`src/vzs_pkg.sv`:
```
// Shared constants and types for the vector z-score normalizer.
package vzs_pkg;

  localparam int MAX_LEN = 64;
  localparam int ADDR_W  = $clog2(MAX_LEN);
  localparam int CNT_W   = ADDR_W + 1;
  localparam int SAMP_W  = 32;
  localparam int SUM_W   = SAMP_W + ADDR_W;
  localparam int SQ_W    = 2 * SAMP_W;
  localparam int ACC_W   = SQ_W + CNT_W;
  localparam int DVD_W   = ACC_W;
  localparam int DSR_W   = 32;
  localparam int STEP_W  = $clog2(DVD_W + 1);
  localparam int FRAC_W  = 16;
  localparam int ZQ_W    = SAMP_W + FRAC_W;
  localparam int ROOT_W  = SQ_W / 2;

  typedef struct packed {
    logic              start;
    logic [STEP_W-1:0] steps;
  } div_req_t;

  typedef struct packed {
    logic busy;
    logic done;
  } unit_stat_t;

endpackage

```
`src/vzs_store.sv`:
```
// Sample memory: one write port and one registered read port.
module vzs_store (
  input  logic                       clk,
  input  logic                       wr_en,
  input  logic [vzs_pkg::ADDR_W-1:0] wr_addr,
  input  logic [vzs_pkg::SAMP_W-1:0] wr_data,
  input  logic                       rd_en,
  input  logic [vzs_pkg::ADDR_W-1:0] rd_addr,
  output logic [vzs_pkg::SAMP_W-1:0] rd_data
);
  import vzs_pkg::*;

  logic [SAMP_W-1:0] mem [MAX_LEN];

  always_ff @(posedge clk) begin
    if (wr_en) begin
      mem[wr_addr] <= wr_data;
    end
  end

  always_ff @(posedge clk) begin
    if (rd_en) begin
      rd_data <= mem[rd_addr];
    end
  end

endmodule

```
`config.mk`:
```
export PLATFORM = sky130hd
export DESIGN_NAME = vzs_store
export DESIGN_NICKNAME = d
export VERILOG_FILES = /design/src/vzs_pkg.sv /design/src/vzs_store.sv
export SDC_FILE = /design/constraint.sdc
export NUM_CORES = 2
export LEC_CHECK = 0
export BUFFER_PORTS_ARGS = -buffer_cell sky130_fd_sc_hd__buf_2
export CORE_ASPECT_RATIO = 0.75
export CORE_MARGIN = 2
export CORE_UTILIZATION = 65
export CTS_CLUSTER_SIZE = 14
export DETAILED_ROUTE_END_ITERATION = 7
export PLACE_DENSITY = 0.84
export SYNTH_ARGS = -nofsm -noshare
export SYNTH_HDL_FRONTEND = slang
export SYNTH_SLANG_ARGS = --single-unit
```
`constraint.sdc`:
```
create_clock -name clk -period 9.7 [get_ports clk]
set_clock_uncertainty 0.1 [all_clocks]
set_input_delay 1.94 -clock clk [delete_from_list [all_inputs] [get_ports clk]]
set_output_delay 1.94 -clock clk [all_outputs]
set_load 0.01 [all_outputs]
```
==> metrics.cfg <==
[run_status]
status=finished clean

[detailed_routing]
vias_per_cell=7.55
drc=0
drtAntennaViolNets=0
vias=39619
drt-initial-drc-count=6925
dr.pass1.iters=6
wl_microns=217000
wire_per_inst_microns=41.4

[timing]
relSlewSlack=0.146
min_period_ns=4.87
tightestPinTransition_ns=1.28
rsz0062_at_grt=false
final-hold-violation-count=0
setup_violations=0
fin_setup_tns_ns=0
max_freq_mhz=205
finalCritPeriodShare=0.502
slew_viol_final=0

[worst_hold_path]
hold_path_end=rd_data[17]$_DFFE_PP_
hold_class=flop to flop
worst_hold_startpoint=mem[13][17]$_DFFE_PP_
hold_path_depth=4

[run]
drv_cap=0

[synth]
yosysWarnings=0
synth.cell_area_sq_mm=0.0788
synthCells=3324
syn-num-nets=3371
synth_area_leader_cell=edfxtp_1
yosysSeqAreaShare=0.792
synthMuxAreaShare=0.167
synth_top_family_by_area=multiplexers
postSynthAreaPerCell_sq_um=23.7
synthDistinctLibCells=33
ys_ff_latch=2080
synthTopCellsByArea=edfxtp_1 (79%), mux4_2 (16%), mux2i_1 (1.2%)
synth_adder_area_share=0
synth.top_cell.area_share=0.792
synth_compound_area_frac=0.0167
synth_xor_area_frac=0
yosys.area_share.simple=0.0126

[power_and_ir_drop]
pwr-share-clk=0.383
seqPwrFrac=0.567
combPwrFrac=0.050
p_leak_nw=26.8
p_sw_frac=0.211
peakVddDrop_mv=0.244
power_mw=17.7
p_switching_mw=3.72
p_int_mw=13.9
p_per_area_mw_per_mm2=203

[layout]
seq_area_sq_mm=0.0625
multi_input_area_sq_mm=0.0160
drive_above_1_share=0.277
final.fill_count=6183
stdcell_count=5248
synthToLayoutAreaGrowth_pct=10.4
nets=3541

[die]
die_x_microns=406
io_pins=79
coreArea_sq_mm=0.120
dieArea_sq_mm=0.124
rows=110
die_h_microns=306
start_util=0.656

[setup_path]
critPathRequiredTime_ns=10.15
cp_max_fo=63
cp_data_arrival_time_ns=5.31
rr_startpoint=mem[3][30]$_DFFE_PP_
ff2ff_path_depth=4
regToRegSetupSlack_ns=7.18
path_class=input pin to flop
crit_path_end_kind=flop
r2r-end=rd_data[30]$_DFFE_PP_
crit_path_start_kind=input pin

[place]
gp_congestion=0.822
portBuffers=78
hpwl_microns=106000
dpl.cell_count=4937

[clock_tree]
clk_path_buf_depth=3
cts_resized=0
cts_tree=yes
cts_max_level=4
holdBufCountCts=0
clockRootBuffer=clkbuf_16
clk_latency_ns=0.81
path_clk_slew_ns=0.07
post-cts-setup-buffers=0
cts_buffers=179
numClockSinks=2080

[global_routing]
groute.usage.overall=0.359
antenna_found_initial=27
first_global_vias=40124
grt_pass1_wl_microns=303000
grt_max_degree=134
overflow=0

## sequential cells by signal (all words and copies together) (netlist names)
name     count
rd_data     32
mem       2048
## critical path: stages
cell	delay, ns
buf_8	0.44
buf_4	0.72
buf_4	0.91
mux4_2	0.44
o221ai_1	0.23
a21oi_1	0.11
a21oi_1	0.34
nor2_1	0.09
## power by group through the flow
stage                     clock (mW)  combinational [mW]  sequential (mW)
after floorplan                    0               0.484             10.2
after global placement             0               0.808             10.2
after detailed placement           0               0.839             10.2
after CTS                       6.78               0.862             10.0
after global routing            7.08               0.910             10.0
final                           6.76               0.879             10.0
## layout make-up
class | count | area share
sequential | 2080 | 0.718
clock inverter | 54 | 0.00429
antenna | 12 | 0.000345
tap | 1624 | 0.0234
timing repair buffer | 171 | 0.0139
clock buffer | 245 | 0.0565
multi-input combinational | 1062 | 0.184
## through the flow
stage	setup WS (ns)	cell area (sq um)	hold slack (ns)	util
after floorplan	4.50	78800	0.650	-
after global placement	4.16	81700	0.677	0.680
after detailed placement	4.11	81700	0.740	0.680
after CTS	4.87	87000	0.740	0.724
after global routing	4.73	87000	0.809	0.724
final	4.83	87000	0.744	0.724
## cell usage in the layout, fill, tap and decap left out, types with 7 or more instances in the layout
cell | synthesis | layout
edfxtp_1 | 2080 | 2080
mux4_2 | 544 | 544
clkbuf_16 | 0 | 188
mux2i_1 | 93 | 93
buf_4 | 25 | 87
o22ai_1 | 84 | 84
nor2_1 | 137 | 74
buf_2 | 57 | 74
a21oi_1 | 62 | 62
nor2_4 | 0 | 62
clkbuf_1 | 74 | 57
clkinv_1 | 0 | 33
o221ai_1 | 27 | 27
nand2_1 | 26 | 25
nor2b_1 | 15 | 14
clkinv_2 | 0 | 13
diode_2 | 0 | 12
a22oi_1 | 12 | 12
a311oi_1 | 8 | 8
buf_12 | 0 | 7
## Yosys cell counts, drive strengths merged
library cell / count
a21oi: 62
a22oi: 12
a311oi: 8
a31oi: 1
a41o: 4
and2: 2
and3: 4
buf: 108
clkbuf: 74
edfxtp: 2080
mux2i: 93
mux4: 544
nand2: 26
nand2b: 8
nand3: 5
nand3b: 5
nand4: 2
nand4b: 1
nor2: 137
nor2b: 15
nor3: 7
o221ai: 27
o22ai: 84
o32ai: 4
or2: 3
or3: 3
or3b: 5
## metal layers
layer / vias up / share of wire / GRT usage / wire [microns]
li1: 14590 / - / - / -
met1: 20399 / 0.32 / 0.483 / 70100
met2: 3888 / 0.47 / 0.542 / 103000
met3: 714 / 0.15 / 0.117 / 33300
met4: 28 / 0.051 / 0.169 / 11000
met5: - / 0.00082 / 0 / 178
## kinds of logic after synthesis
kind of cell    Yosys count
buf+inv                 182
flops                  2080
mux                     637
compound gates          202
simple gates            223
## how the worst max path moves through the flow
stage / start / to / slack (ns)
floorplan: wr_addr[3] / mem[48][0]$_DFFE_PP_ / 4.50
global placement: rd_addr[2] / rd_data[15]$_DFFE_PP_ / 4.16
detailed placement: rd_addr[2] / rd_data[15]$_DFFE_PP_ / 4.11
CTS: rd_addr[2] / rd_data[15]$_DFFE_PP_ / 4.87
global route: rd_addr[2] / rd_data[15]$_DFFE_PP_ / 4.73
finish: rd_addr[2] / rd_data[15]$_DFFE_PP_ / 4.83
Note: power is estimated with default switching activity, not from simulation.
