--- src/vzs_pkg.sv ---
// Shared constants and types for the vector z-score normalizer.
package vzs_pkg;

  localparam int MAX_LEN = 64;
  localparam int ADDR_W  = $clog2(MAX_LEN);
  localparam int CNT_W   = ADDR_W + 1;
  localparam int SAMP_W  = 32;
  localparam int SUM_W   = SAMP_W + ADDR_W;
  localparam int SQ_W    = 2 * SAMP_W;
  localparam int ACC_W   = SQ_W + CNT_W;
  localparam int DVD_W   = ACC_W;
  localparam int DSR_W   = 32;
  localparam int STEP_W  = $clog2(DVD_W + 1);
  localparam int FRAC_W  = 16;
  localparam int ZQ_W    = SAMP_W + FRAC_W;
  localparam int ROOT_W  = SQ_W / 2;

  typedef struct packed {
    logic              start;
    logic [STEP_W-1:0] steps;
  } div_req_t;

  typedef struct packed {
    logic busy;
    logic done;
  } unit_stat_t;

endpackage

--- src/vzs_sqrt.sv ---
// Digit-by-digit integer square root, one root bit per cycle.
module vzs_sqrt (
  input  logic                       clk,
  input  logic                       rst_n,
  input  logic                       start,
  input  logic [vzs_pkg::SQ_W-1:0]   value,
  output vzs_pkg::unit_stat_t        stat,
  output logic [vzs_pkg::ROOT_W-1:0] root
);
  import vzs_pkg::*;

  localparam int CW = $clog2(ROOT_W + 1);

  logic [SQ_W-1:0]   v_r;
  logic [ROOT_W+2:0] rem_r;
  logic [ROOT_W-1:0] root_r;
  logic [CW-1:0]     cnt_r;
  logic              busy_r;
  logic              done_r;
  logic [ROOT_W+2:0] rem_sh;
  logic [ROOT_W+2:0] trial;
  logic              ge;

  assign rem_sh = {rem_r[ROOT_W:0], v_r[SQ_W-1:SQ_W-2]};
  assign trial  = {1'b0, root_r, 2'b01};
  assign ge     = rem_sh >= trial;

  always_ff @(posedge clk) begin
    if (!rst_n) begin
      busy_r <= 1'b0;
      done_r <= 1'b0;
      cnt_r  <= '0;
    end else begin
      done_r <= 1'b0;
      if (start) begin
        busy_r <= 1'b1;
        cnt_r  <= CW'(ROOT_W);
      end else if (busy_r) begin
        cnt_r <= cnt_r - CW'(1);
        if (cnt_r == CW'(1)) begin
          busy_r <= 1'b0;
          done_r <= 1'b1;
        end
      end
    end
  end

  always_ff @(posedge clk) begin
    if (start) begin
      v_r    <= value;
      rem_r  <= '0;
      root_r <= '0;
    end else if (busy_r) begin
      rem_r  <= ge ? (rem_sh - trial) : rem_sh;
      root_r <= {root_r[ROOT_W-2:0], ge};
      v_r    <= {v_r[SQ_W-3:0], 2'b00};
    end
  end

  assign stat.busy = busy_r;
  assign stat.done = done_r;
  assign root      = root_r;

endmodule

--- config.mk ---
export PLATFORM = sky130hd
export DESIGN_NAME = vzs_sqrt
export DESIGN_NICKNAME = d
export VERILOG_FILES = /design/src/vzs_pkg.sv /design/src/vzs_sqrt.sv
export SDC_FILE = /design/constraint.sdc
export NUM_CORES = 1
export LEC_CHECK = 0
export BUFFER_PORTS_ARGS = -buffer_cell sky130_fd_sc_hd__buf_2
export CAP_MARGIN = 15
export CORE_ASPECT_RATIO = 1.5
export CORE_MARGIN = 2
export CORE_UTILIZATION = 43
export CTS_BUF_LIST = sky130_fd_sc_hd__clkbuf_4
export DETAILED_ROUTE_END_ITERATION = 16
export PLACE_DENSITY = 0.64
export SYNTH_ARGS = -nofsm -noshare
export SYNTH_HDL_FRONTEND = slang
export SYNTH_SLANG_ARGS = --single-unit
--- constraint.sdc ---
create_clock -name clk -period 7.3 [get_ports clk]
set_input_delay 0.73 -clock clk [delete_from_list [all_inputs] [get_ports clk]]
set_output_delay 0.73 -clock clk [all_outputs]
set_load 0.005 [all_outputs]
==> results of run 1 <==
how the worst max path moves through the flow:
stage                 to  slack, ns  cells past startpoint
6_report       rem_r[29]       4.07                     11
5_1_grt         rem_r[1]       3.83                     10
4_1_cts        rem_r[29]       4.05                     11
3_5_place_dp   rem_r[29]       4.10                     11
3_3_place_gp   rem_r[25]       4.17                     10
2_1_floorplan     v_r[0]       4.19                      4
where the power goes:
part | total (mW) | switching, mW | internal, mW | leakage, nW
registers | 0.955 | 0.0566 | 0.899 | 1.24
clock network | 0.503 | 0.321 | 0.182 | 0.140
logic | 1.26 | 0.760 | 0.502 | 2.09
logic make-up after synthesis:
logic type / after synthesis / synth area share (%)
buffers and inverters: 88 / 4.857
muxes: 97 / 13.83
and+or+nand+nor: 219 / 12.87
AOI/OAI and AO/OA: 149 / 15.29
xor gates and xnor gates: 25 / 2.872
adders and majority gates: 36 / 5.907
DFF: 137 / 44.37
registers in the layout, indices dropped and copies added, names as in the netlist:
name	flops
v_r	64
busy_r	1
done_r	1
rem_r	33
root	32
cnt_r	6
layout by cell type, fill, tap and decap left out, types with 18 or more instances in the layout:
master / count
sky130_fd_sc_hd__mux2i_1: 33
sky130_fd_sc_hd__nand2_1: 69
sky130_fd_sc_hd__dfxtp_1: 72
sky130_fd_sc_hd__edfxtp_1: 64
sky130_fd_sc_hd__o21ai_0: 22
sky130_fd_sc_hd__clkbuf_4: 18
sky130_fd_sc_hd__nor2_1: 85
sky130_fd_sc_hd__mux2_2: 63
sky130_fd_sc_hd__inv_1: 48
sky130_fd_sc_hd__a21oi_1: 28
sky130_fd_sc_hd__ha_1: 36
sky130_fd_sc_hd__buf_2: 99
metal layers:
layer | up-vias | global-route usage, % | share of wire, %
li1 | 2886 | - | -
met1 | 2672 | 20.95 | 43
met2 | 130 | 31.19 | 50
met3 | 26 | 4.886 | 5.6
met4 | 0 | 6.310 | 2.2
met5 | - | 0 | 0
per-stage QoR:
step	total power, mW	cell area (um^2)	setup WS (ns)
global placement	2.232	8247	4.172
global route	2.934	8524	3.826
detailed placement	2.235	8247	4.097
CTS	2.754	8522	4.046
finish	2.720	8524	4.066
floorplan	2.003	7625	4.192
area by class of cell:
type,instances,area share (%)
diodes,1,0.02936
well taps,213,3.126
flip-flops and latches,137,39.73
clock buffers,18,1.585
repair buffers,104,6.253
inverters,49,2.158
clock inverters,14,1.644
multi-input cells,526,45.47
cell usage after synthesis, drive strengths merged (10+ instances only):
cell type	instances	area share [%]
nand2	70	3.5
a21oi	31	2.3
buf	14	1.2
mux2	64	9.5
nor3	13	0.92
a311oi	24	3.4
a21o	11	1.1
clkbuf	25	1.2
nor2	86	4.3
xnor2	15	1.7
mux2i	33	4.3
dfxtp	73	19
o21ai	25	1.9
inv	49	2.4
ha	36	5.9
nand3	10	0.66
xor2	10	1.1
edfxtp	64	25
worst register-to-register path, cell delays in order, from the launching register on:
cell	delay, ns
sky130_fd_sc_hd__dfxtp_1	0.41
sky130_fd_sc_hd__inv_1	0.06
sky130_fd_sc_hd__ha_1	0.44
sky130_fd_sc_hd__a21oi_1	0.12
sky130_fd_sc_hd__o21ai_1	0.20
sky130_fd_sc_hd__a221oi_1	0.14
sky130_fd_sc_hd__or2_2	0.34
sky130_fd_sc_hd__a21oi_2	0.29
sky130_fd_sc_hd__or2_1	0.42
sky130_fd_sc_hd__buf_4	0.31
sky130_fd_sc_hd__nand3_1	0.13
sky130_fd_sc_hd__a311oi_1	0.28
==> results.rst, run 1 <==
.. list-table::
   :header-rows: 1

   * - Metric
     - Value
   * - Count of unique library cells instantiated by Yosys
     - between 60 and 70
   * - Final cycle utilization of the critical path
     - roughly 44%
   * - Data arrival time of the critical path
     - between 3 and 4 ns
   * - PostCTS Resize Cnt
     - 0
   * - Worst min-delay path endpoint
     - busy_r
   * - Share of post-route cells with drive strength above 1
     - between 20% and 30%
   * - Std cell rows
     - between 50 and 60
   * - Hold Worst Slack
     - 0.4607 ns
   * - Number of hold buffers added after CTS
     - 0
   * - Stage delay of the slowest cell on the critical path
     - 0.44 ns
   * - Unrepaired setup endpoints after global routing
     - no
   * - Minimum setup slack among reg-to-reg paths
     - between 4 and 5 ns
   * - Vias post-DR
     - between 5,000 and 6,000
   * - Reg-to-reg endpoint
     - rem_r[29]
   * - TritonCTS clock tree
     - done
   * - Initial core utilization
     - a little over two fifths
   * - Iteration-0 DRC count of the detailed router
     - about 220
   * - Proportion of synthesized flip-flops having asynchronous set or reset
     - 0%
   * - Die height
     - roughly 170 um
   * - Sequential Area
     - approximately 0.0034 mm^2
   * - Final-stage net count
     - 938
   * - # clock sinks
     - ~140
   * - Setup violation total in the final timing report
     - 0
   * - Final count of hold timing violations
     - 0
   * - Tightest Pin Transition
     - between 0.9 and 1 ns
   * - Kind of start point of the critical path
     - register
   * - Post-synthesis to final-layout area growth
     - 11.80%
   * - Static leakage
     - approximately 3.5 nW
   * - Synthesized area per cell
     - a little over 10 um^2
   * - Reg2Reg Depth
     - 11
   * - Achievable frequency
     - a little over 300 MHz
   * - Combined area of all synthesized cells
     - between 0.007 and 0.008 mm^2
   * - Number of placed instances, taps included
     - 1,029
   * - Largest fanout of any net on the critical path
     - 16
   * - Via count of the first global-routing pass
     - 5,698
   * - Core ar.
     - between 0.015 and 0.02 mm^2
   * - Detailed-route wire length per cell
     - roughly 15 um
   * - Layout fillers
     - approximately 1,600
   * - Largest net degree at the start of global routing
     - 76
   * - WHS Path Cells
     - 2
   * - Post-synth EDFFs
     - 64
   * - Seq/Total Area, Yosys
     - around 44%
   * - Post-CTS Setup Bufs
     - 0
   * - Synth Net Count
     - 854
   * - GRT Overall Usage
     - 17.87%
   * - WL final
     - approximately 16 mm
   * - Worst path slowest cell
     - sky130_fd_sc_hd__ha_1
   * - Detailed Routing Iterations Pass 1
     - 4
   * - Final weighted congestion of routability-driven global placement
     - 0.8658
   * - Wire length of the first global-routing pass
     - roughly 28 mm
   * - Clock latency on the worst-skew pair
     - roughly 0.54 ns
   * - P per Cell Area
     - about 320 mW/mm^2
   * - TritonCTS Buffers
     - 17
   * - Yosys warning count
     - 0
   * - Critical path type
     - register to register
   * - Remaining design rule violation count
     - 0
   * - Total negative slack for setup checks
     - 0 ns
   * - Ports
     - 101
   * - Leftover overflow at the end of global routing
     - 0
   * - Worst setup path startpoint
     - root[10]
   * - Post-DP HPWL
     - 11.65 mm
   * - Cell chosen for the clock root
     - sky130_fd_sc_hd__clkbuf_4
   * - Die Width
     - between 100 and 150 um
   * - Slew HR
     - roughly two fifths
   * - Count of port buffers added during placement
     - 100
   * - Share of the core filled with cells in the final layout
     - a little under 50%
   * - Startpoint of the worst hold path
     - rst_n
   * - Most used DFF post-synth
     - sky130_fd_sc_hd__dfxtp_1
   * - Clock transition at the registers of the reported paths
     - around 0.14 ns
   * - Clock Skews
     - about 0.032 ns
   * - Vias per std cell
     - about 5.4
   * - Die area
     - roughly 0.019 mm^2
   * - Final non-filler cell total
     - 1,062
   * - Remaining antenna violation count
     - 0
   * - Number of antenna violations at the first check in global routing
     - 1
   * - Status
     - finished, final reports clean
   * - Peak supply drop
     - between 0.15 and 0.2 mV
   * - Path type of the worst min-delay path
     - primary input to register
   * - Gate Count Post-Synth
     - approximately 750
   * - Final number of max-transition violations
     - 0
   * - Origin of the critical flop-to-flop path
     - root[10]
   * - Element type at the critical path end
     - register
   * - Longest Clk Path Bufs
     - 2
   * - CP cell instances
     - inv_1, ha_1, a21oi_1, o21ai_1, a221oi_1, or2_2, a21oi_2, or2_1, buf_4, nand3_1, a311oi_1
   * - Reported max-cap violation count
     - 0
   * - Multi-input gate area
     - around 0.0039 mm^2
   * - CP top delay family
     - compound AO/OA/AOI/OAI gates
   * - Total number of H-tree levels
     - 4
   * - Worst path buffer plus inverter count
     - 2
   * - Required @ worst endpoint
     - 7.73 ns
   * - Minimum period implied by the final worst setup slack
     - about 3.2 ns
   * - Number of flip-flops and latches in the synthesized netlist
     - approximately 140
(Power assumes the default switching activity.)
==> run 2, diff against run 1 <==
PLACE_DENSITY = 0.67   (was 0.64)
clock period = 2.94 ns   (was 7.3 ns; I/O delays follow)
==> results.rst, run 2 (same netlist as run 1, synthesis figures left out) <==
.. list-table::
   :header-rows: 1

   * - Metric
     - Value
   * - Startpoint of the worst hold path
     - value[42]
   * - Final count of hold timing violations
     - 0 (unchanged)
   * - Worst setup path startpoint
     - root[18]
   * - Slew HR
     - 58.10% (+20 points)
   * - Final Power
     - 7.367 mW (+170%)
   * - Switching power share of the total
     - 39.42% (-2.4 points)
   * - Achievable frequency
     - 361.1 MHz (+17%)
   * - Number of flip-flops under the largest register name
     - 64 (unchanged)
   * - Internal power
     - 4.463 mW (+180%)
   * - Largest register by flop count
     - v_r
   * - Final-stage net count
     - 1,006 (+7.2%)
   * - TritonCTS clock tree
     - done
   * - Element type at the critical path end
     - register
   * - Largest fanout of any net on the critical path
     - 11 (-5)
   * - Remaining design rule violation count
     - 0 (unchanged)
   * - Unrepaired setup endpoints after global routing
     - yes
   * - Die Width
     - 112.7 um (unchanged)
   * - Total number of H-tree levels
     - 4 (unchanged)
   * - Sw Pwr
     - 2.904 mW (+160%)
   * - Tightest Pin Transition
     - 0.6285 ns (-0.2962 ns)
   * - Worst-case setup margin in the final layout
     - 0.1708 ns (-3.895 ns)
   * - P per Cell Area
     - 787.1 mW/mm^2 (+150%)
   * - Wire length of the first global-routing pass
     - 29.04 mm (+5.3%)
   * - Vias post-DR
     - 5,923 (+3.7%)
   * - WL final
     - 17.30 mm (+5.2%)
   * - Status
     - finished, final reports clean
   * - Part of the power in registers
     - 32.2% (-2.9 points)
   * - TritonCTS Buffers
     - 17 (unchanged)
   * - Data arrival time of the critical path
     - 3.22 ns (-0.45 ns)
   * - Final cycle utilization of the critical path
     - 94.19% (+50 points)
   * - Peak supply drop
     - 0.5024 mV (+180%)
   * - Die height
     - 167.1 um (unchanged)
   * - Critical path type
     - register to register
   * - Detailed-route wire length per cell
     - 15.32 um (-1.1%)
   * - Clk network pwr share
     - 19.2% (+0.7 points)
   * - Required @ worst endpoint
     - 3.39 ns (-4.34 ns)
   * - Post-synthesis to final-layout area growth
     - 22.76%
   * - Minimum period implied by the final worst setup slack
     - 2.769 ns (-0.4646 ns)
   * - Iteration-0 DRC count of the detailed router
     - 233 (+6.4%)
   * - Final weighted congestion of routability-driven global placement
     - 0.8764 (+1.2%)
   * - Kind of start point of the critical path
     - register
   * - Clock latency on the worst-skew pair
     - 0.55 ns (about the same)
   * - Highest-count cells in the layout ignoring fill and taps
     - 99 x sky130_fd_sc_hd__buf_2, 85 x sky130_fd_sc_hd__nor2_1, 69 x sky130_fd_sc_hd__nand2_1
   * - Number of antenna violations at the first check in global routing
     - 1 (unchanged)
   * - Post-DP HPWL
     - 12.24 mm (+5.1%)
   * - GRT Overall Usage
     - 18.85% (+0.97 points)
   * - Most common cell after layout, fill and taps aside
     - sky130_fd_sc_hd__buf_2
   * - Worst slack at placement
     - 0.1010 ns (-3.996 ns)
   * - Initial core utilization
     - 43.95% (unchanged)
   * - Setup violation total in the final timing report
     - 0 (unchanged)
   * - Core ar.
     - 0.01735 mm^2 (unchanged)
   * - Count of port buffers added during placement
     - 100 (unchanged)
   * - Hold Worst Slack
     - 0.05537 ns (-0.4054 ns)
   * - Static leakage
     - 3.814 nW (+9.9%)
   * - Die area
     - 0.01884 mm^2 (unchanged)
   * - Remaining antenna violation count
     - 0 (unchanged)
   * - Std cell rows
     - 59 (unchanged)
   * - Share of post-route cells with drive strength above 1
     - 29.18% (+2.4 points)
   * - Leftover overflow at the end of global routing
     - 0 (unchanged)
   * - Clock transition at the registers of the reported paths
     - 0.13 ns (about the same)
   * - Via count of the first global-routing pass
     - 6,080 (+6.7%)
   * - # clock sinks
     - 137 (unchanged)
   * - Clock Skews
     - 0.02324 ns (-0.008792 ns)
   * - Vias per std cell
     - 5.246 (-2.5%)
   * - Longest Clk Path Bufs
     - 2 (unchanged)
   * - Path type of the worst min-delay path
     - primary input to register
   * - Reported max-cap violation count
     - 0 (unchanged)
   * - Part of the power in combinational logic
     - 48.5% (+2.1 points)
   * - Cell chosen for the clock root
     - sky130_fd_sc_hd__clkbuf_4
   * - Final number of max-transition violations
     - 0 (unchanged)
   * - Largest net degree at the start of global routing
     - 65 (-14%)
   * - Detailed Routing Iterations Pass 1
     - 4 (unchanged)
   * - Ports
     - 101 (unchanged)
   * - Origin of the critical flop-to-flop path
     - root[18]
==> run 2: changes by cell type in the layout (fill, tap and decap cells not counted), sizes merged <==
cell,previous run,this run
inv,55,51
buf,104,121
dlygate4sd3,0,51
bufinv,1,4
clkinvlp,4,3
clkinv,3,5
clkbuf,18,17
==> run 2: layout make-up <==
class                      instances  area, um^2
multi-input combinational        526        3980
antenna                            1       2.502
tap                              213       266.5
timing repair buffer             172        1209
clock buffer                      17       127.6
sequential                       137        3395
clock inverter                    14       196.4
inverter                          49       183.9
fill                            1524        7988
==> run 2: layer usage <==
layer	track usage (%)	routed length [um]	up-vias	share of wire [%]
met4	5.620	296	0	1.7
li1	-	-	3024	-
met2	34.42	9154	127	53
met5	0	0	-	0
met3	4.777	828	22	4.8
met1	21.41	7021	2750	41
==> run 2: through the flow <==
| stage | instances | utilization (%) | setup TNS [ns] | instance area [um^2] |
|---|---|---|---|---|
| after floorplan | 751 | - | 0 | 7625 |
| after global placement | 1046 | 48.46 | 0 | 8407 |
| after detailed placement | 1046 | 48.46 | 0 | 8407 |
| after CTS | 1128 | 53.27 | 0 | 9241 |
| after global routing | 1129 | 53.96 | -0.002235 | 9360 |
| final | 1129 | 53.96 | 0 | 9360 |
==> run 2: final timing paths <==
check / end / slack, ns / cells past startpoint
min: v_r[42] / 0.06 / 2
min reg2reg: rem_r[31] / 0.49 / 1
max: rem_r[29] / 0.17 / 11
max reg2reg: rem_r[29] / 0.17 / 11
==> run 2: critical path: stages (launching register included) <==
cell,delay (ns)
sky130_fd_sc_hd__dfxtp_2,0.37
sky130_fd_sc_hd__inv_1,0.05
sky130_fd_sc_hd__ha_2,0.37
sky130_fd_sc_hd__a21oi_4,0.08
sky130_fd_sc_hd__o211a_1,0.24
sky130_fd_sc_hd__o41ai_4,0.38
sky130_fd_sc_hd__a221oi_2,0.13
sky130_fd_sc_hd__o21ai_4,0.21
sky130_fd_sc_hd__nor2_2,0.07
sky130_fd_sc_hd__buf_4,0.18
sky130_fd_sc_hd__or3_1,0.37
sky130_fd_sc_hd__a311oi_2,0.21
==> run 2: power by group through the flow <==
stage                     Sequential [mW]  Clock [mW]  Combinational (mW)
after global placement               2.42           0                3.34
after CTS                            2.38        1.47                3.43
after detailed placement             2.42           0                3.36
final                                2.37        1.42                3.57
after global routing                 2.41        1.54                3.93
after floorplan                      2.36           0                2.61
==> run 2: timing repair <==
item,in CTS,in global routing
setup buffers,0,0
hold endpoints to repair,52,0
setup endpoints to repair,0,32
resized for setup,0,31
hold buffers,51,0
