**config.mk**
```make
export PLATFORM = sky130hd
export DESIGN_NAME = vzs_div
export DESIGN_NICKNAME = d
export VERILOG_FILES = /design/src/vzs_pkg.sv /design/src/vzs_div.sv
export SDC_FILE = /design/constraint.sdc
export NUM_CORES = 1
export LEC_CHECK = 0
export BUFFER_PORTS_ARGS = -buffer_cell sky130_fd_sc_hd__buf_4
export CORE_UTILIZATION = 56
export CTS_CLUSTER_SIZE = 25
export DETAILED_ROUTE_END_ITERATION = 7
export GPL_TIMING_DRIVEN = 0
export PLACE_DENSITY = 0.8
export SLEW_MARGIN = 10
export SYNTH_ARGS = -nofsm -noshare
export SYNTH_HDL_FRONTEND = slang
export SYNTH_SLANG_ARGS = --single-unit
```
**constraint.sdc**
```tcl
create_clock -name clk -period 3.4 [get_ports clk]
set_input_delay 0 -clock clk [delete_from_list [all_inputs] [get_ports clk]]
set_output_delay 0 -clock clk [all_outputs]
set_load 0.01 [all_outputs]
```
**src/vzs_pkg.sv**
```systemverilog
// Shared constants and types for the vector z-score normalizer.
package vzs_pkg;

  localparam int MAX_LEN = 64;
  localparam int ADDR_W  = $clog2(MAX_LEN);
  localparam int CNT_W   = ADDR_W + 1;
  localparam int SAMP_W  = 32;
  localparam int SUM_W   = SAMP_W + ADDR_W;
  localparam int SQ_W    = 2 * SAMP_W;
  localparam int ACC_W   = SQ_W + CNT_W;
  localparam int DVD_W   = ACC_W;
  localparam int DSR_W   = 32;
  localparam int STEP_W  = $clog2(DVD_W + 1);
  localparam int FRAC_W  = 16;
  localparam int ZQ_W    = SAMP_W + FRAC_W;
  localparam int ROOT_W  = SQ_W / 2;

  typedef struct packed {
    logic              start;
    logic [STEP_W-1:0] steps;
  } div_req_t;

  typedef struct packed {
    logic busy;
    logic done;
  } unit_stat_t;

endpackage

```
**src/vzs_div.sv**
```systemverilog
// Restoring divider, one quotient bit per cycle, shared by all divisions.
module vzs_div (
  input  logic                      clk,
  input  logic                      rst_n,
  input  vzs_pkg::div_req_t         req,
  input  logic [vzs_pkg::DVD_W-1:0] dividend,
  input  logic [vzs_pkg::DSR_W-1:0] divisor,
  output vzs_pkg::unit_stat_t       stat,
  output logic [vzs_pkg::DVD_W-1:0] quotient
);
  import vzs_pkg::*;

  logic [DVD_W-1:0]  dvd_r;
  logic [DSR_W-1:0]  dsr_r;
  logic [DSR_W-1:0]  rem_r;
  logic [DVD_W-1:0]  quo_r;
  logic [STEP_W-1:0] cnt_r;
  logic              busy_r;
  logic              done_r;
  logic [DSR_W:0]    trial;
  logic [DSR_W:0]    diff;
  logic              ge;

  // The dividend's significant bits sit at its top; each step brings one in.
  assign trial = {rem_r, dvd_r[DVD_W-1]};
  assign ge    = trial >= {1'b0, dsr_r};
  assign diff  = trial - {1'b0, dsr_r};

  always_ff @(posedge clk) begin
    if (!rst_n) begin
      busy_r <= 1'b0;
      done_r <= 1'b0;
      cnt_r  <= '0;
    end else begin
      done_r <= 1'b0;
      if (req.start) begin
        busy_r <= 1'b1;
        cnt_r  <= req.steps;
      end else if (busy_r) begin
        cnt_r <= cnt_r - STEP_W'(1);
        if (cnt_r == STEP_W'(1)) begin
          busy_r <= 1'b0;
          done_r <= 1'b1;
        end
      end
    end
  end

  always_ff @(posedge clk) begin
    if (req.start) begin
      dvd_r <= dividend;
      dsr_r <= divisor;
      rem_r <= '0;
      quo_r <= '0;
    end else if (busy_r) begin
      rem_r <= ge ? diff[DSR_W-1:0] : trial[DSR_W-1:0];
      dvd_r <= {dvd_r[DVD_W-2:0], 1'b0};
      quo_r <= {quo_r[DVD_W-2:0], ge};
    end
  end

  assign stat.busy = busy_r;
  assign stat.done = done_r;
  assign quotient  = quo_r;

endmodule

```
==> results of run 1 <==
-- metrics by stage --
stage | hold slack [ps] | total power [mW] | setup WS [ps] | setup TNS [ps] | area, sq um
after global placement | 178.7 | 4.054 | -653.3 | -46090 | 11930
after floorplan | 98.87 | 3.764 | 534.2 | 0 | 10260
after global routing | 197.0 | 6.884 | 51.64 | 0 | 13880
after CTS | 187.9 | 6.592 | 41.27 | 0 | 13860
final | 208.4 | 6.628 | 239.2 | 0 | 13880
after detailed placement | 179.3 | 4.086 | 13.60 | 0 | 11960
-- state kept, by name, summed over array words and instances (netlist names) --
signal and flops:
dvd_r 71, quotient 71, dsr_r 32, rem_r 32, cnt_r 7, busy_r 1
done_r 1
-- power by group through the flow --
stage	clock network [mW]	registers, mW	logic, mW
floorplan	0	3.01	0.755
global placement	0	3.03	1.02
detailed placement	0	3.03	1.05
CTS	2.44	2.98	1.18
global route	2.55	3.00	1.33
finish	2.42	2.99	1.21
-- how the worst max path moves through the flow --
stage	startpoint	to	slack, ps	depth (start not counted)
3_3_place_gp	busy_r	dvd_r[23]	-650	4
6_report	dsr_r[12]	rem_r[30]	240	11
4_1_cts	dsr_r[20]	rem_r[2]	40	13
2_1_floorplan	busy_r	dvd_r[0]	530	4
5_1_grt	dsr_r[20]	rem_r[15]	50	13
3_5_place_dp	dsr_r[20]	rem_r[14]	10	14
-- cells in the mapped netlist, drive strengths merged, types with 16 or more instances --
cell type | n | area (sq um)
nand2 | 73 | 274.0
mux2 | 73 | 822.0
nor2 | 119 | 446.7
inv | 44 | 165.2
dfxtp | 112 | 2242
buf | 21 | 102.6
nand3 | 19 | 95.09
a311oi | 24 | 210.2
a21o | 16 | 120.1
edfxtp | 103 | 3093
xnor2 | 18 | 157.7
mux2i | 75 | 750.7
clkbuf | 32 | 120.1
a21oi | 35 | 175.2
o21ai | 21 | 105.1
ha | 34 | 425.4
-- cell families after synthesis --
logic type      count (synthesis)
buf+inv                        97
flops                         215
xor+xnor                       26
compound gates                153
mux                           148
fa+ha+maj                      35
simple gates                  270
-- placed cells by master (no fill, tap or decap), drive strengths merged, types with 4 or more instances in the layout --
cell type / n
nor2: 119
mux2i: 75
nor2b: 5
and2: 5
a211oi: 10
ha: 34
buf: 206
o21a: 5
nand3: 19
or3: 8
and3: 10
mux2: 73
a21oi: 35
a311oi: 24
nor3: 6
dfxtp: 112
nor4: 4
edfxtp: 103
xor2: 8
a31oi: 9
nand2: 73
a21o: 16
inv: 45
o211a: 4
o21ai: 21
xnor2: 18
dlygate4sd3: 117
clkbuf: 67
clkinvlp: 4
-- layer usage --
metal,wire [microns],vias to the layer above
li1,-,4079
met1,11690,4122
met2,14120,281
met3,1469,70
met4,971,0
met5,0,-
-- what timing repair did --
item,CTS,global route
setup endpoints to repair,1,27
hold buffers,117,0
hold endpoints to repair,144,0
gates resized for setup,1,11
-- cell type report --
class                      count  area (sq um)
fill                        1133          4086
inverter                      44         167.7
timing repair buffer         303          2587
buffer                        52         227.7
clock buffer                  35         671.9
multi-input combinational    632          4548
tap                          229         286.5
sequential                   215          5335
clock inverter                 7         52.55
==> metrics.md, run 1 <==
| Metric | Value |
|---|---|
| DRC violations left | `0` |
| Met3 Use GR | `0.05261` |
| Worst vdd ir | `0.0004941 V` |
| Cells after Synth | `944` |
| Final Hold Fails | `0` |
| Reg2Reg Depth | `11` |
| Yosys cell types | `61` |
| Asr flop ratio synth | `0` |
| Worst-Margin Slew | `729.6 ps` |
| RSZ-0062 raised after global routing | `false` |
| FF-to-FF End | `rem_r[30]` |
| XOR/XNOR Fraction of Synth Area | `0.02220` |
| Util after Layout | `0.7725` |
| Top FF cell, synth | `dfxtp_1` |
| Ports | `186` |
| Minimum clock period | `3161 ps` |
| Register-to-Register Setup Slack | `240 ps` |
| CP arrival | `3600 ps` |
| Initial antenna violation count | `0` |
| Die span in y | `137.3 microns` |
| Slowest Stage Delay on Critical Path | `570 ps` |
| CP Class | `reg2reg` |
| Synthesized area | `10260 sq um` |
| Met1 Resource Use GR | `0.3600` |
| Worst-path cell chain | `inv_1 > ha_1 > buf_2 > a21o_1 > a311o_1 > a41oi_1 > nand4bb_1 > a41o_1 > a2111oi_1 > o2111ai_1 > nand3_1` |
| Hold Crit Endpoint | `dsr_r[11]` |
| Via count | `8552` |
| First-pass GRT wire length | `43.26 mm` |
| Hold depth | `2` |
| DR vias/cell | `5.637` |
| Fin cells | `1517` |
| CP max-delay cell | `a2111oi_1` |
| Port-buffer cells | `185` |
| Synth Area in Compound Gates | `0.1050` |
| Drt pass-1 iters | `5` |
| DP HPWL | `17.16 mm` |
| CTS root buffer | `clkbuf_16` |
| Postcts setup bufs | `0` |
| Hold wc startpoint | `divisor[11]` |
| Crit path buffers/inverters | `2` |
| CTS Buf Count | `23` |
| Final setup violating endpoints | `0` |
| Ys Warns | `0` |
| Pwr/cell area | `477.6 nW/um^2` |
| H-tree depth | `1` |
| Clock buffer depth | `3` |
| #FFs+latches synth | `215` |
| Clock network power share | `0.366` |
| Die W | `137.3 microns` |
| Fin nets | `1419` |
| Outcome | `finished clean` |
| Net switching power | `1.773 mW` |
| Post-synth EDFFs | `103` |
| Synthesized Nets | `1092` |
| Post-route ant nets | `0` |
| CP top delay family | `compound AO/OA/AOI/OAI gates` |
| Largest family of logic cells by synthesized area | `multiplexers` |
| GPL Wtd Cong | `0.8755` |
| Dpl cells | `1359` |
| Slew margin rel. | `0.5136` |
| Area added between synthesis and finish | `35.31%` |
| Layout cell share with drive strength beyond 1 | `0.2469` |
| Starting density of the core | `0.5709` |
| Antenna Cells | `0` |
| Avg Inst Size Synth | `10.86 sq um` |
| Simple-Gate Fraction of Synth Area | `0.1180` |
| Gate power share | `0.183` |
| Pin count of the biggest net entering global routing | `68` |
| Pint | `4.855 mW` |
| CP Max Fanout | `9` |
| Critical path capture point type | `flop` |
| Maximum clock rate | `0.3164 GHz` |
| Critical path launch point type | `flop` |
| Sw Share | `0.2675` |
| RR Startpoint | `dsr_r[12]` |
| Clk Latency, worst-skew pair | `510 ps` |
| CTS tree | `yes` |
| Post-synthesis mux area share | `0.1533` |
| Core area | `17960 sq um` |
| Most Crowded Layer GR | `met2` |
| Routed WL per cell | `18.62 microns` |
| Reg power frac | `0.451` |
| CTS Sinks | `215` |
| Pleak | `5.899 nW` |
| Clock transition at the registers of the reported paths | `60 ps` |
| Critical path required time | `3840 ps` |
| GRT Overall Usage | `0.2939` |
| Initial drt markers | `543` |
| Cell row count | `49` |
| Met2 usage | `0.5182` |
| Final Skew | `14.82 ps` |
| Crit share post-route | `0.9296` |
| Max-Cap Viols | `0` |
| Total Die Area | `18860 sq um` |
| Sequential fraction of the synthesis area | `0.5202` |
| Worst min path class | `in2reg` |
| GR Overflow Total | `0` |
| WL final | `28.25 mm` |
| Post-synthesis adder-cell area fraction | `0.04343` |
| Vias in the first global route | `8553` |
| Fin. max-slew vios | `0` |
(Power assumes the default switching activity.)
==> inputs of run 2 (changes only) <==
- CELL_PAD_IN_SITES_DETAIL_PLACEMENT: default -> 0
- CELL_PAD_IN_SITES_GLOBAL_PLACEMENT: default -> 1
- CORE_UTILIZATION: 56 -> 44
- PLACE_DENSITY: 0.8 -> default
- PLACE_DENSITY_LB_ADDON: default -> 0.1
==> metrics.md, run 2 (same netlist as run 1, synthesis figures left out) <==
| Metric | Value |
|---|---|
| Outcome | `finished clean` |
| Critical path launch point type | `flop` |
| H-tree depth | `1` |
| Worst-path cell chain | `inv_1 > ha_1 > buf_2 > a21o_1 > a311o_1 > a41oi_1 > nand4bb_1 > a41o_1 > a2111oi_0 > o2111ai_1 > nand3_1` |
| Fin nets | `1420` |
| RR Startpoint | `dsr_r[12]` |
| CP top delay family | `compound AO/OA/AOI/OAI gates` |
| Crit path from | `dsr_r[12]` |
| Maximum clock rate | `0.3089 GHz` |
| CP Class | `reg2reg` |
| Worst vdd ir | `0.0003899 V` |
| Critical path required time | `3870 ps` |
| GPL Wtd Cong | `0.7946` |
| Critical path capture point type | `flop` |
| Total Die Area | `23920 sq um` |
| Core area | `22780 sq um` |
| Area added between synthesis and finish | `36.79%` |
| CTS Buf Count | `25` |
| GRT Overall Usage | `0.2179` |
| Layout cell share with drive strength beyond 1 | `0.2486` |
| GR Overflow Total | `0` |
| WL final | `25.84 mm` |
| CP arrival | `3710 ps` |
| Ports | `186` |
| Leading cell type in the layout, fill and taps excluded | `buf_4` |
| Pleak | `5.943 nW` |
| Dpl cells | `1443` |
| Final Hold Fails | `0` |
| Final Skew | `11.35 ps` |
| CTS Sinks | `215` |
| Vias in the first global route | `8249` |
| Crit share post-route | `0.9521` |
| Most frequent cells in the layout | `buf_4, nor2_1, dlygate4sd3_1, dfxtp_1, edfxtp_1` |
| CTS root buffer | `clkbuf_16` |
| Post-route ant nets | `0` |
| Util after Layout | `0.6159` |
| CP Depth | `11` |
| Drt pass-1 iters | `5` |
| DRC violations left | `0` |
| Die span in y | `154.7 microns` |
| Hold wc startpoint | `divisor[22]` |
| Pwr/cell area | `479.3 nW/um^2` |
| RSZ-0062 raised after global routing | `false` |
| Crit path buffers/inverters | `2` |
| Slew margin rel. | `0.5271` |
| Fin cells | `1606` |
| Starting density of the core | `0.4503` |
| DP HPWL | `17.39 mm` |
| Worst setup margin | `162.9 ps` |
| Via count | `8206` |
| First-pass GRT wire length | `42.14 mm` |
| Clk Latency, worst-skew pair | `540 ps` |
| Die W | `154.7 microns` |
| Postcts setup bufs | `0` |
| Hold depth | `2` |
| Max-Cap Viols | `0` |
| Total design power | `6.725 mW` |
| Fin. max-slew vios | `0` |
| Routed WL per cell | `16.09 microns` |
| CTS tree | `yes` |
| Reg2Reg Depth | `11` |
| Slowest Stage Delay on Critical Path | `650 ps` |
| Pre-CTS setup slack | `-56.90 ps` |
| CP max-delay cell | `a2111oi_0` |
| Clock transition at the registers of the reported paths | `60 ps` |
| Final setup violating endpoints | `0` |
| Clock buffer depth | `3` |
| Worst-Margin Slew | `709.4 ps` |
| Port-buffer cells | `185` |
| Initial drt markers | `300` |
| CP Max Fanout | `9` |
| Worst min path class | `in2reg` |
| Minimum clock period | `3237 ps` |
| Pin count of the biggest net entering global routing | `59` |
| Cell row count | `55` |
| DR vias/cell | `5.110` |
| Initial antenna violation count | `2` |
==> run 2: changes by cell type in the layout (fill, tap and decap cells not counted), sizes merged <==
cell         before  now
inv              45   47
clkinv            2   12
diode             0    2
clkbuf           67   62
buf             206  207
dlygate4sd3     117  116
clkinvlp          4    0
==> run 2: through the flow <==
stage                     TNS [ps]  area, sq um  hold WS (ps)
after floorplan                  0        10260         98.87
after detailed placement    -231.0        12070         179.5
after global placement      -56360        12040         178.9
after CTS                        0        14010         156.8
after global routing             0        14030         180.0
final                            0        14030         181.4
==> run 2: per-layer routing <==
metal	routed length [microns]	vias to the layer above	share of wire	global-route usage
met5	0	-	0	0
met4	600	0	0.023	0.06271
met3	1309	48	0.051	0.04371
met2	12330	179	0.48	0.3667
met1	11600	3894	0.45	0.2835
li1	-	4085	-	-
==> run 2: final cells by class <==
class | instances | area, sq um
Antenna cell | 2 | 5.005
Buffer | 52 | 227.7
Clock buffer | 31 | 679.4
Clock inverter | 15 | 98.84
Fill cell | 1915 | 8748
Inverter | 44 | 167.7
Multi-Input combinational cell | 632 | 4547
Sequential cell | 215 | 5335
Tap cell | 313 | 391.6
Timing Repair Buffer | 302 | 2577
==> run 2: path summary, 6_finish.rpt <==
kind                  end  slack (ps)
max             rem_r[30]         160
min             dsr_r[22]         180
max reg2reg     rem_r[30]         160
min reg2reg  quotient[70]         490
==> run 2: power breakdown <==
group	leakage, nW	switching (mW)	internal (mW)	total [mW]
Sequential	1.94	0.0728	2.91	2.98
Combinational	3.61	0.621	0.574	1.19
Clock	0.391	1.12	1.44	2.55
==> run 2: what timing repair did <==
item,CTS,global route
gates resized for setup,1,11
cloned,0,0
hold buffers,116,0
hold endpoints to repair,144,0
setup endpoints to repair,6,29
==> inputs of run 3 (changes only) <==
- PLACE_DENSITY: default -> 0.85
- PLACE_DENSITY_LB_ADDON: 0.1 -> default
==> metrics.md, run 3 (same netlist as run 1, synthesis figures left out) <==
| Metric | Value |
|---|---|
| Gate power share | `0.174` |
| Port-buffer cells | `185` |
| Sw Share | `0.2607` |
| DP HPWL | `17.58 mm` |
| Die span in y | `154.7 microns` |
| Maximum clock rate | `0.3135 GHz` |
| Reg2Reg Depth | `11` |
| Core area | `22780 sq um` |
| CP Max Fanout | `9` |
| CP Class | `reg2reg` |
| Initial antenna violation count | `2` |
| Starting density of the core | `0.4503` |
| GRT Overall Usage | `0.2229` |
| Clock buffer depth | `3` |
| Area added between synthesis and finish | `37.29%` |
| Hold depth | `2` |
| Drt pass-1 iters | `5` |
| Worst vdd ir | `0.0004566 V` |
| Fin nets | `1420` |
| Initial drt markers | `387` |
| Max-Cap Viols | `0` |
| Fin. max-slew vios | `0` |
| Routed WL per cell | `16.72 microns` |
| Via count | `8225` |
| Final Hold Fails | `0` |
| H-tree depth | `1` |
| First-pass GRT wire length | `42.93 mm` |
| CTS tree | `yes` |
| GPL Wtd Cong | `0.8692` |
| Crit share post-route | `0.9382` |
| Cell row count | `55` |
| Net switching power | `1.794 mW` |
| Setup_tns | `0 ps` |
| Pre-CTS setup slack | `9.244 ps` |
| Pin count of the biggest net entering global routing | `70` |
| Die W | `154.7 microns` |
| Critical path required time | `3860 ps` |
| Hold Crit Endpoint | `dsr_r[31]` |
| Crit path from | `dsr_r[12]` |
| Outcome | `finished clean` |
| Worst setup margin | `210.3 ps` |
| DRC violations left | `0` |
| Slew margin rel. | `0.5098` |
| Register-to-Register Setup Slack | `210 ps` |
| WL final | `26.83 mm` |
| Reg power frac | `0.434` |
| Leading cell type in the layout, fill and taps excluded | `buf_4` |
| CP arrival | `3650 ps` |
| Minimum clock period | `3190 ps` |
| Critical path launch point type | `flop` |
| Clock transition at the registers of the reported paths | `60 ps` |
| CTS Buf Count | `25` |
| Final setup violating endpoints | `0` |
| Clk Latency, worst-skew pair | `530 ps` |
| Most frequent cells in the layout | `buf_4, nor2_1, dlygate4sd3_1, dfxtp_1, edfxtp_1` |
| Layout cell share with drive strength beyond 1 | `0.2496` |
| Hold wc startpoint | `divisor[31]` |
| Vias in the first global route | `8411` |
| Total Die Area | `23920 sq um` |
| CTS Sinks | `215` |
| RSZ-0062 raised after global routing | `false` |
| Pleak | `5.967 nW` |
| RR Startpoint | `dsr_r[12]` |
| Post-route ant nets | `0` |
| Pwr/cell area | `488.8 nW/um^2` |
| Ports | `186` |
| Critical path capture point type | `flop` |
| GR Overflow Total | `0` |
| FF-to-FF End | `rem_r[30]` |
| Worst min path class | `in2reg` |
| CTS root buffer | `clkbuf_16` |
| Worst-Margin Slew | `735.2 ps` |
| Final Skew | `11.89 ps` |
| DR vias/cell | `5.125` |
| Pint | `5.088 mW` |
| Util after Layout | `0.6182` |
| Clock network power share | `0.392` |
## run 3: how the worst max path moves through the flow
stage | to | slack [ps] | cells past startpoint
3_3_place_gp | dvd_r[28] | -740 | 4
3_5_place_dp | rem_r[18] | 9 | 14
5_1_grt | rem_r[30] | 40 | 11
6_report | rem_r[30] | 210 | 11
4_1_cts | rem_r[21] | 70 | 14
2_1_floorplan | dvd_r[0] | 530 | 4
## run 3: power groups by stage
| stage | combinational [mW] | sequential, mW | clock [mW] |
|---|---|---|---|
| floorplan | 0.755 | 3.01 | 0 |
| global placement | 1.04 | 3.03 | 0 |
| detailed placement | 1.06 | 3.03 | 0 |
| CTS | 1.18 | 2.98 | 2.76 |
| global route | 1.32 | 3.00 | 2.86 |
| finish | 1.20 | 2.99 | 2.70 |
## run 3: area by class of cell
class	count	area (sq um)
Tap cell	313	391.6
Clock buffer	37	745.7
Antenna cell	2	5.005
Timing Repair Buffer	302	2577
Clock inverter	8	86.33
Fill cell	1874	8697
Sequential cell	215	5335
Multi-Input combinational cell	632	4544
Buffer	52	227.7
Inverter	44	167.7
## run 3: layer usage
layer / part of all wire / vias up / global-route usage
li1: - / 4082 / -
met1: 0.44 / 3913 / 0.2771
met2: 0.49 / 196 / 0.3997
met3: 0.047 / 34 / 0.04371
met4: 0.016 / 0 / 0.04620
met5: 0 / - / 0
## run 3: stage by stage
stage / cells / hold WS [ps] / instance area (sq um) / power (mW)
global route: 1605 / 175.9 / 14080 / 7.184
CTS: 1604 / 158.3 / 14060 / 6.929
finish: 1605 / 193.1 / 14080 / 6.883
floorplan: 944 / 98.87 / 10260 / 3.764
global placement: 1442 / 178.9 / 12040 / 4.074
detailed placement: 1443 / 179.3 / 12070 / 4.094
## run 3: critical path, cell delays in order (launching register included)
cell	delay, ps
edfxtp_1	360
inv_1	60
ha_1	210
buf_2	170
a21o_1	210
a311o_1	310
a41oi_1	320
nand4bb_1	220
a41o_1	320
a2111oi_1	600
o2111ai_1	210
nand3_1	130
## run 3: repair_timing
item,CTS,global route
buffers inserted,0,0
endpoints found under the setup margin,4,29
resized for setup,1,11
endpoints found under the hold margin,144,0
hold buffers,116,0
